`src/design/fhc_pkg.sv`:
```
package fhc_pkg;

  // header_status codes
  localparam logic [1:0] HDR_PARSED  = 2'd0;
  localparam logic [1:0] HDR_SKIPPED = 2'd1;
  localparam logic [1:0] HDR_SHORT   = 2'd2;

  // udp_check_status codes
  localparam logic [2:0] UDP_NONE    = 3'd0;
  localparam logic [2:0] UDP_OMITTED = 3'd1;
  localparam logic [2:0] UDP_GOOD    = 3'd2;
  localparam logic [2:0] UDP_BAD     = 3'd3;
  localparam logic [2:0] UDP_TRUNC   = 3'd4;

  // ip protocol numbers
  localparam logic [7:0] PROTO_TCP = 8'd6;
  localparam logic [7:0] PROTO_UDP = 8'd17;

  // frame layout, byte offsets from the destination mac
  localparam logic [15:0] OFS_TYPE_HI  = 16'd12;
  localparam logic [15:0] OFS_TYPE_LO  = 16'd13;
  localparam logic [15:0] OFS_IP       = 16'd14;
  localparam logic [15:0] OFS_PROTO    = 16'd23;
  localparam logic [15:0] OFS_SRC_LO   = 16'd26;
  localparam logic [15:0] OFS_SRC_HI   = 16'd29;
  localparam logic [15:0] OFS_DST_LO   = 16'd30;
  localparam logic [15:0] OFS_DST_HI   = 16'd33;
  localparam logic [15:0] MIN_PARSE    = 16'd34;
  localparam logic [15:0] MIN_FRAME    = 16'd15;
  localparam logic [7:0]  TCP_HDR_NEED = 8'd14;
  localparam logic [7:0]  UDP_HDR_NEED = 8'd8;

  localparam int unsigned OUT_DATA_W = 152;

  // everything known about a frame once its last byte is in
  typedef struct packed {
    logic [15:0] count;
    logic [3:0]  ihl;
    logic [15:0] ether_type;
    logic [7:0]  proto;
    logic [31:0] src_addr;
    logic [31:0] dst_addr;
    logic [31:0] ports;
    logic [7:0]  flags;
    logic [15:0] udp_len;
    logic [15:0] rx_check;
    logic [15:0] sum;
    logic [7:0]  hold;
  } frame_t;

  // classified frame with the checksum split into two partial sums
  typedef struct packed {
    logic [1:0]  status;
    logic [15:0] ether_type;
    logic [7:0]  proto;
    logic [31:0] src_addr;
    logic [31:0] dst_addr;
    logic [15:0] src_port;
    logic [15:0] dst_port;
    logic [7:0]  flags;
    logic [2:0]  udp_code;
    logic        sum_check;
    logic [18:0] sum_a;
    logic [18:0] sum_b;
    logic [15:0] length;
  } class_t;

endpackage

```
`src/design/frame_header_classifier_udp_check.sv`:
```
// channel  | dir | tdata                                  | tuser          | tlast
// ---------+-----+----------------------------------------+----------------+----------
// s_axis   | in  | [7:0] data_byte                        | -              | last_byte
// m_axis   | out | ether_type .. frame_length, 147 bits   | header_status  | -
//
// one frame byte is taken every cycle while s_axis_tready is high; a result passes
// three registered stages after the last byte of its frame (capture, classify, checksum verdict)
// the three result stages flow as a pipeline, so one-byte frames still run at
// one transfer per cycle; ready falls only when all three stages hold results
// rst_ni clears the byte counter, the header capture and all stage valids
module frame_header_classifier_udp_check #(
  parameter int unsigned MAX_FRAME_LEN = 65535
) (
  input  logic         clk_i,
  input  logic         rst_ni,
  input  logic         s_axis_tvalid,
  output logic         s_axis_tready,
  input  logic [7:0]   s_axis_tdata,   // [7:0] data_byte
  input  logic         s_axis_tlast,   // last_byte
  output logic         m_axis_tvalid,
  input  logic         m_axis_tready,
  // [15:0] ether_type, [23:16] ip_protocol, [55:24] source_address,
  // [87:56] dest_address, [103:88] source_port, [119:104] dest_port,
  // [127:120] tcp_flag_bits, [130:128] udp_check_status,
  // [146:131] frame_length, [151:147] zero
  output logic [fhc_pkg::OUT_DATA_W-1:0] m_axis_tdata,
  output logic [1:0]   m_axis_tuser    // [1:0] header_status
);

  localparam logic [15:0] MaxLen = 16'(MAX_FRAME_LEN);

  // ---------------------------------------------------------------------------
  // pipeline flow control
  // ---------------------------------------------------------------------------
  logic s1_vld_q, s2_vld_q, out_vld_q;
  logic out_en, s2_en, s1_en, in_xfer;

  assign out_en        = !out_vld_q || m_axis_tready;
  assign s2_en         = !s2_vld_q || out_en;
  assign s1_en         = !s1_vld_q || s2_en;
  assign s_axis_tready = s1_en;
  assign in_xfer       = s_axis_tvalid && s1_en;

  // ---------------------------------------------------------------------------
  // byte capture: running header state for the frame in flight
  // ---------------------------------------------------------------------------
  fhc_pkg::frame_t cur_q, cur_d, upd;

  logic        take;
  logic [3:0]  ihl_eff;
  logic [6:0]  l4_ofs;
  logic        in_l4;
  logic [15:0] rel;
  logic [7:0]  b;
  logic [16:0] pay_sum;

  always_comb begin
    b       = s_axis_tdata;
    take    = cur_q.count < MaxLen;
    upd     = cur_q;
    ihl_eff = (cur_q.count == fhc_pkg::OFS_IP) ? b[3:0] : cur_q.ihl;
    // transport header start, the ihl byte itself counts
    l4_ofs  = 7'd14 + {1'b0, ihl_eff, 2'b00};
    in_l4   = cur_q.count >= {9'd0, l4_ofs};
    rel     = cur_q.count - {9'd0, l4_ofs};
    // one's complement add of the assembled payload word
    pay_sum = {1'b0, cur_q.sum} + {1'b0, cur_q.hold, b};

    if (take) begin
      upd.count = cur_q.count + 16'd1;
      upd.ihl   = ihl_eff;
      if (cur_q.count == fhc_pkg::OFS_TYPE_HI) upd.ether_type = {b, 8'h00};
      if (cur_q.count == fhc_pkg::OFS_TYPE_LO) begin
        upd.ether_type = {cur_q.ether_type[15:8], cur_q.ether_type[7:0] | b};
      end
      if (cur_q.count == fhc_pkg::OFS_PROTO) upd.proto = b;
      if (cur_q.count >= fhc_pkg::OFS_SRC_LO && cur_q.count <= fhc_pkg::OFS_SRC_HI) begin
        upd.src_addr = {cur_q.src_addr[23:0], b};
      end
      if (cur_q.count >= fhc_pkg::OFS_DST_LO && cur_q.count <= fhc_pkg::OFS_DST_HI) begin
        upd.dst_addr = {cur_q.dst_addr[23:0], b};
      end
      // transport fields go by offset, even where they overlap ip header bytes
      if (in_l4) begin
        if (rel <= 16'd3) begin
          upd.ports = {cur_q.ports[23:0], b};
        end else if (rel <= 16'd5) begin
          upd.udp_len = {cur_q.udp_len[7:0], b};
        end else if (rel <= 16'd7) begin
          upd.rx_check = {cur_q.rx_check[7:0], b};
        end
        if (rel == 16'd13) upd.flags = b;
        if (rel >= 16'd8 && rel < cur_q.udp_len) begin
          if (!rel[0]) begin
            upd.hold = b;
          end else begin
            upd.sum = pay_sum[15:0] + {15'd0, pay_sum[16]};
          end
        end
      end
    end

    cur_d = cur_q;
    if (in_xfer) begin
      // a finished frame leaves the capture clean for the next one
      cur_d = s_axis_tlast ? '0 : upd;
    end
  end

  always_ff @(posedge clk_i or negedge rst_ni) begin
    if (!rst_ni) begin
      cur_q <= '0;
    end else begin
      cur_q <= cur_d;
    end
  end

  // ---------------------------------------------------------------------------
  // stage 1: snapshot of the finished frame
  // ---------------------------------------------------------------------------
  fhc_pkg::frame_t s1_q;

  always_ff @(posedge clk_i or negedge rst_ni) begin
    if (!rst_ni) begin
      s1_vld_q <= 1'b0;
    end else if (s1_en) begin
      s1_vld_q <= in_xfer && s_axis_tlast;
    end
  end

  always_ff @(posedge clk_i) begin
    if (s1_en && in_xfer && s_axis_tlast) begin
      s1_q <= upd;
    end
  end

  // ---------------------------------------------------------------------------
  // stage 2: classification and partial checksum sums
  // ---------------------------------------------------------------------------
  fhc_pkg::class_t s2_d, s2_q;

  logic [6:0]  f_l4;
  logic [7:0]  f_need8;
  logic [15:0] f_need;
  logic [16:0] f_udp_end;
  logic        f_tcp, f_udp, f_skip;
  logic [15:0] w0, w1, w2, w3, w_hold;
  logic [15:0] ul;

  always_comb begin
    ul      = s1_q.udp_len;
    f_tcp   = s1_q.proto == fhc_pkg::PROTO_TCP;
    f_udp   = s1_q.proto == fhc_pkg::PROTO_UDP;
    f_l4    = 7'd14 + {1'b0, s1_q.ihl, 2'b00};
    f_skip  = s1_q.ihl == 4'd0 || s1_q.ihl == 4'd2 || s1_q.ihl == 4'd8;
    f_need8 = {1'b0, f_l4};
    if (f_tcp) begin
      f_need8 = {1'b0, f_l4} + fhc_pkg::TCP_HDR_NEED;
    end else if (f_udp) begin
      f_need8 = {1'b0, f_l4} + fhc_pkg::UDP_HDR_NEED;
    end
    f_need    = ({8'd0, f_need8} < fhc_pkg::MIN_PARSE) ? fhc_pkg::MIN_PARSE
                                                       : {8'd0, f_need8};
    f_udp_end = {10'd0, f_l4} + {1'b0, ul};

    // udp header words count only below the udp length
    w0 = {(ul > 16'd0) ? s1_q.ports[31:24] : 8'h00,
          (ul > 16'd1) ? s1_q.ports[23:16] : 8'h00};
    w1 = {(ul > 16'd2) ? s1_q.ports[15:8]  : 8'h00,
          (ul > 16'd3) ? s1_q.ports[7:0]   : 8'h00};
    w2 = {(ul > 16'd4) ? ul[15:8] : 8'h00,
          (ul > 16'd5) ? ul[7:0]  : 8'h00};
    w3 = {(ul > 16'd6) ? s1_q.rx_check[15:8] : 8'h00,
          (ul > 16'd7) ? s1_q.rx_check[7:0]  : 8'h00};
    // odd payload leaves a pending high byte padded with zero
    w_hold = (ul > 16'd8 && ul[0]) ? {s1_q.hold, 8'h00} : 16'h0000;

    s2_d = '0;
    s2_d.length = s1_q.count;
    if (s1_q.count < fhc_pkg::MIN_FRAME) begin
      s2_d.status = fhc_pkg::HDR_SHORT;
    end else if (f_skip) begin
      s2_d.status = fhc_pkg::HDR_SKIPPED;
    end else if (s1_q.count < f_need) begin
      s2_d.status = fhc_pkg::HDR_SHORT;
    end else begin
      s2_d.status = fhc_pkg::HDR_PARSED;
    end

    if (s2_d.status == fhc_pkg::HDR_PARSED) begin
      s2_d.ether_type = s1_q.ether_type;
      s2_d.proto      = s1_q.proto;
      s2_d.src_addr   = s1_q.src_addr;
      s2_d.dst_addr   = s1_q.dst_addr;
      if (f_tcp || f_udp) begin
        s2_d.src_port = s1_q.ports[31:16];
        s2_d.dst_port = s1_q.ports[15:0];
      end
      if (f_tcp) s2_d.flags = s1_q.flags;
      if (f_udp) begin
        if (s1_q.rx_check == 16'h0000) begin
          s2_d.udp_code = fhc_pkg::UDP_OMITTED;
        end else if ({1'b0, s1_q.count} < f_udp_end) begin
          s2_d.udp_code = fhc_pkg::UDP_TRUNC;
        end else begin
          s2_d.sum_check = 1'b1;
        end
      end
    end

    s2_d.sum_a = {3'd0, s1_q.sum} + {3'd0, w_hold} + {3'd0, w0} + {3'd0, w1}
               + {3'd0, w2} + {3'd0, w3};
    // pseudo header: addresses, protocol and udp length
    s2_d.sum_b = {3'd0, s1_q.src_addr[31:16]} + {3'd0, s1_q.src_addr[15:0]}
               + {3'd0, s1_q.dst_addr[31:16]} + {3'd0, s1_q.dst_addr[15:0]}
               + {11'd0, fhc_pkg::PROTO_UDP} + {3'd0, ul};
  end

  always_ff @(posedge clk_i or negedge rst_ni) begin
    if (!rst_ni) begin
      s2_vld_q <= 1'b0;
    end else if (s2_en) begin
      s2_vld_q <= s1_vld_q;
    end
  end

  always_ff @(posedge clk_i) begin
    if (s2_en && s1_vld_q) begin
      s2_q <= s2_d;
    end
  end

  // ---------------------------------------------------------------------------
  // stage 3: checksum verdict and output register
  // ---------------------------------------------------------------------------
  // after one fold the sum is at most 0x1000e, and it folds to 0xffff only
  // when it already is 0xffff
  logic [19:0] tot;
  logic [16:0] fold1;
  logic [2:0]  udp_fin;
  logic [fhc_pkg::OUT_DATA_W-1:0] tdata_d, tdata_q;
  logic [1:0]  tuser_q;

  always_comb begin
    tot     = {1'b0, s2_q.sum_a} + {1'b0, s2_q.sum_b};
    fold1   = {1'b0, tot[15:0]} + {13'd0, tot[19:16]};
    udp_fin = s2_q.udp_code;
    if (s2_q.sum_check) begin
      udp_fin = (fold1 == 17'h0ffff) ? fhc_pkg::UDP_GOOD : fhc_pkg::UDP_BAD;
    end
    tdata_d = {5'd0, s2_q.length, udp_fin, s2_q.flags, s2_q.dst_port, s2_q.src_port,
               s2_q.dst_addr, s2_q.src_addr, s2_q.proto, s2_q.ether_type};
  end

  always_ff @(posedge clk_i or negedge rst_ni) begin
    if (!rst_ni) begin
      out_vld_q <= 1'b0;
    end else if (out_en) begin
      out_vld_q <= s2_vld_q;
    end
  end

  always_ff @(posedge clk_i) begin
    if (out_en && s2_vld_q) begin
      tdata_q <= tdata_d;
      tuser_q <= s2_q.status;
    end
  end

  assign m_axis_tvalid = out_vld_q;
  assign m_axis_tdata  = tdata_q;
  assign m_axis_tuser  = tuser_q;

endmodule
```
`config.mk`:
```
export PLATFORM = sky130hd
export DESIGN_NAME = frame_header_classifier_udp_check
export DESIGN_NICKNAME = d
export VERILOG_FILES = /design/src/design/fhc_pkg.sv /design/src/design/frame_header_classifier_udp_check.sv
export SDC_FILE = /design/constraint.sdc
export NUM_CORES = 1
export LEC_CHECK = 0
export BUFFER_PORTS_ARGS = -buffer_cell sky130_fd_sc_hd__buf_2
export CAP_MARGIN = 20
export CORE_ASPECT_RATIO = 1.5
export CORE_MARGIN = 1
export CORE_UTILIZATION = 46
export DETAILED_ROUTE_END_ITERATION = 12
export HOLD_SLACK_MARGIN = 0.12
export PLACE_DENSITY_LB_ADDON = 0.1
export REMOVE_ABC_BUFFERS = 1
export SLEW_MARGIN = 0
export SYNTH_ARGS = -nofsm -noshare
export SYNTH_HDL_FRONTEND = slang
export SYNTH_SLANG_ARGS = --single-unit
```
`constraint.sdc`:
```
create_clock -name clk_i -period 20.9 [get_ports clk_i]
set_clock_uncertainty 0.2 [all_clocks]
set_input_delay 4.18 -clock clk_i [delete_from_list [all_inputs] [get_ports clk_i]]
set_output_delay 4.18 -clock clk_i [all_outputs]
set_load 0.005 [all_outputs]
```
## Yosys cells after proc, flatten, opt, wreduce, memory -nomap -nowiden

Index checks and enable logic that the tools add are counted.

| storage, ports and cells | value |
|---|---|
| bits in registers | 748 |
| word-level logic and storage cells | 165 |

| operators by class | value |
|---|---|
| $add $sub $neg | 21 |
| magnitude comparators | 24 |
| eq/ne operators | 10 |
| muxes and demuxes | 38 |
| bitwise operators | 3 |
| reduce and logical (&&, ||, !) cells | 26 |

Operators by type and width:

| cell | count |
|---|---|
| 204-bit two-way mux | 2 |
| 32-bit two-way mux | 4 |
| 16-bit two-way mux | 7 |
| 8-bit two-way mux | 14 |
| 96-bit two-way mux | 1 |
| 16-bit by 4-bit equality test with 1-bit output (second input constant) | 4 |
| 16-bit by 3-bit > comparator with 1-bit output (second input constant) | 4 |
| 19-bit by 16-bit adder with 19-bit output | 3 |
| 16-bit by 16-bit adder with 17-bit output | 3 |
| 18-bit by 16-bit adder with 19-bit output | 2 |
| 17-bit by 16-bit adder with 18-bit output | 2 |
| 16-bit by 5-bit greater-or-equal comparator with 1-bit output (second input constant) | 2 |
| 16-bit by 1-bit > comparator with 1-bit output (second input constant) | 2 |
| 16-bit by 2-bit > comparator with 1-bit output (second input constant) | 2 |
| 16-bit by 3-bit less-or-equal comparator with 1-bit output (second input constant) | 2 |
| 24-bit two-way mux | 1 |
| 19-bit by 19-bit adder with 20-bit output | 1 |
| 19-bit by 5-bit adder with 19-bit output (second input constant) | 1 |
| 16-bit by 4-bit adder with 17-bit output | 1 |
| 7-bit by 16-bit adder with 17-bit output | 1 |
| 17-bit by 16-bit equality test with 1-bit output (second input constant) | 1 |
| 16-bit by 17-bit < comparator with 1-bit output | 1 |
| 16-bit by 1-bit adder with 16-bit output | 1 |
| 16-bit by 1-bit adder with 16-bit output (second input constant) | 1 |
| 33 further kinds | 59 |

## Depth between registers and ports, before layout

| logic depth | value |
|---|---|
| depth in word-level cells | 13 |
| gate-level depth with buffers | 26 |
| gate-level depth less buffers | 23 |

## Worst setup path after synthesis

No wires, ideal clock.

| timing path | value |
|---|---|
| path kind | input to register |
| start point | input m_axis_tready |
| end point | register s1_q[0] (netlist bit) (enable) |
| setup time | 773 ps |
| arrival | 13314 ps |
| slack | 6614 ps |
| stages on the path | 6 |
| path buffers | 2 |
| cells stage by stage | nor2b_1 nand3_1 nand2_1 clkbuf_1 clkbuf_1 nor2_1 |

| between the ends | value |
|---|---|
| longest elaborated chain between the ends | 6 |

Ends and longest elaborated chain:

| what | line | text |
|---|---|---|
| from (decl) | frame_header_classifier_udp_check.sv:21 | `input logic m_axis_tready,` |
| 1-bit logical OR (*) | frame_header_classifier_udp_check.sv:38 | `assign out_en = !out_vld_q \|\| m_axis_tready;` |
| 1-bit logical OR (*) | frame_header_classifier_udp_check.sv:39 | `assign s2_en = !s2_vld_q \|\| out_en;` |
| 1-bit logical OR (*) | frame_header_classifier_udp_check.sv:40 | `assign s1_en = !s1_vld_q \|\| s2_en;` |
| net s_axis_tready | frame_header_classifier_udp_check.sv:17 | `output logic s_axis_tready,` |
| 1-bit logical AND | frame_header_classifier_udp_check.sv:42 | `assign in_xfer = s_axis_tvalid && s1_en;` |
| 1-bit logical AND (*) (2 in series) | frame_header_classifier_udp_check.sv:132 | `if (s1_en && in_xfer && s_axis_tlast) begin` |
| to (signal assigned) | frame_header_classifier_udp_check.sv:133 | `s1_q <= upd;` |
| to (decl) | frame_header_classifier_udp_check.sv:121 | `fhc_pkg::frame_t s1_q;` |

The timed path passes the listed nets; every way through them passes the cells marked *.
A chain may end at the register's enable or synchronous reset.

## Worst setup path after layout

| timing path | value |
|---|---|
| start point | input m_axis_tready |
| end point | output s_axis_tready |

| between the ends | value |
|---|---|
| longest elaborated chain between the ends | 3 |

Ends and longest elaborated chain:

| what | line |
|---|---|
| 1-bit logical OR | frame_header_classifier_udp_check.sv:38 |
| 1-bit logical OR | frame_header_classifier_udp_check.sv:39 |
| 1-bit logical OR | frame_header_classifier_udp_check.sv:40 |
| to (decl) | frame_header_classifier_udp_check.sv:17 |

Every way passes these cells.

==> metrics.csv <==
metric,value,unit
status,"complete, no violations",
antenna_found_initial,3,
htree_levels,3,
fin_hold_ws,208,ps
setup_viol_count_final,0,
fp.dieW,230,um
fin_tns_setup,0,ps
io_buffers,163,
fin_crit,9150,ps
grt_pass1_vias,21938,
grt_usage,22.6,%
fin_ws,11750,ps
ys_ff_latch,747,
die_y,343,um
cts-root-buf,clkbuf_16,
cp_max_fo,4,
syn_avg_cell_area,14.0,um^2
coreArea,76600,um^2
clock_sinks,747,
fin_util,52.6,%
synthArstFlopShare,27.7,%
final_cell_mix,"edfxtp_1, dfrtp_1, mux2_2",
arrival,4770,ps
synthesis.area,35800,um^2
row_count,124,
ios,169,
final_common_cell,edfxtp_1,
grt_pass1_wl,134,mm
vdd_ir_drop_max,0.0000571,V
critPathLaunchType,input pin,
rsz0062_at_grt,false,
syn_to_final_growth,12.7,%
clock_latency,630,ps
ant_nets,0,
p_leak,16.6,nW
synth_top_area_share,45.4,%
fp.dieArea,78900,um^2
fin_crit_sh,43.8,%
grt_max_degree,181,
slew_violations,0,
powerDensity,91.0,nW/um^2
worst_pin_slew,1200,ps
maxSlewHeadroom,20.0,%
crit_required,16520,ps
start_util,46.6,%
synthTopCellsByArea,"edfxtp_1, dfrtp_1, fa_1",
drtIter0Drc,1215,
cap_violations,0,
dp_slack,11150,ps
cts_hold_buf,0,
synth_seq_area_share,59.8,%
yosysTopAreaCell,edfxtp_1,
final-hold-violation-count,0,
reg2reg_slack,13370,ps
dpl.hpwl,63.1,mm
synthDistinctLibCells,86,
cts_buffers,73,
wl_per_cell,23.2,um
num_vias,20857,
endpoint_kind,primary output,
fillers,6467,
routed_wl,87.6,mm
synth_edf_count,540,
via_per_inst,5.51,
cts_tree,yes,
dr.pass1.iters,5,
gp_congestion,0.909,
yosysWarnings,0,
syn_inst,2554,
cts_resized,0,
drive_gt1_share,18.6,%
nNetsFinal,2989,
min_path_type,flip-flop to flip-flop,
post-cts-setup-buffers,0,
cts_buffer_depth,3,
remaining_drc_errors,0,
synth_flop_cell,edfxtp_1,
path_class,input pin to primary output,
overflow,0,
fmax,109,MHz
cts.clk_slew.worst_paths,60,ps
cells in the mapped netlist (68+ instances only):
cell      number
dfrtp_1      207
mux2_2       171
xnor2_1       73
clkbuf_1      83
inv_1        134
o21ai_0       91
edfxtp_1     540
ha_1         152
and2_1       143
a21oi_1       71
nor2_1        68
fa_1         109
a22o_1       149
nand2_1      156
worst paths after layout:
| check | from | end | depth (start not counted) |
|---|---|---|---|
| max in group asynchronous | rst_ni | cur_q[83] | 3 |
| setup / recovery | m_axis_tready | s_axis_tready | 4 |
| hold / removal | s2_q[8] | m_axis_tdata[139] | 0 |
| setup reg to reg | cur_q[201] | cur_q[19] | 23 |
| min in group asynchronous | rst_ni | cur_q[177] | 1 |
| hold reg to reg | s2_q[8] | m_axis_tdata[139] | 0 |
layout make-up:
cell class                      count  area [um^2]  share of cell area (%)
Clock buffer                       91         1980                    4.91
Inverter                          134          503                    1.25
Tap cell                         1008         1260                    3.13
Sequential cell                   747        21400                    53.1
Timing Repair Buffer              188         1080                    2.69
Antenna cell                        1         2.50                 0.00621
Clock inverter                     45          601                    1.49
Multi-Input combinational cell   1571        13500                    33.4
worst max-delay path, stage by stage:
cell,delay (ps)
buf_2,100
nor2b_1,130
nand3_1,180
buf_2,180
cell families (layout without fill, tap and decap cells):
kind of cell / Yosys count / after routing / share of synthesized area, %
multiplexers: 177 / 177 / 5.56
buffers and inverters: 240 / 458 / 2.69
adder cells (fa/ha/maj): 262 / 262 / 11.5
AO/OA/AOI/OAI: 450 / 450 / 9.08
AND/OR/NAND/NOR: 568 / 568 / 8.65
other: 1 / 6 / 0.0105
flip-flops: 747 / 747 / 59.8
XOR/XNOR: 109 / 109 / 2.71
power breakdown:
group	switching, mW	internal (mW)	total (mW)
combinational	0.324	0.210	0.533
clock	0.580	0.832	1.41
sequential	0.0362	1.68	1.72
per-stage QoR:
| stage | cells | area (um^2) | total power, mW |
|---|---|---|---|
| 2_1_floorplan | 2452 | 35300 | 2.11 |
| 3_3_place_gp | 3644 | 37600 | 2.27 |
| 3_5_place_dp | 3644 | 37600 | 2.29 |
| 4_1_cts | 3780 | 40200 | 3.70 |
| 5_1_grt | 3784 | 40300 | 3.81 |
| 6_report | 3785 | 40300 | 3.66 |
sequential cells by signal, summed over array words and instances (netlist names):
signal and cells:
s2_q 187, ul 16, s1_q 188, s1_vld_q 1, m_axis_tvalid 1, cur_q 204, m_axis_tdata 147, m_axis_tuser 2
s2_vld_q 1
per-layer routing:
metal | up-vias | wire length, um | global-route usage, %
met5 | - | 10 | 0
met4 | 2 | 3020 | 8.56
met3 | 144 | 3340 | 3.06
met2 | 491 | 45000 | 40.1
met1 | 10553 | 36300 | 28.0
li1 | 9667 | - | -
(Power assumes the default switching activity.)
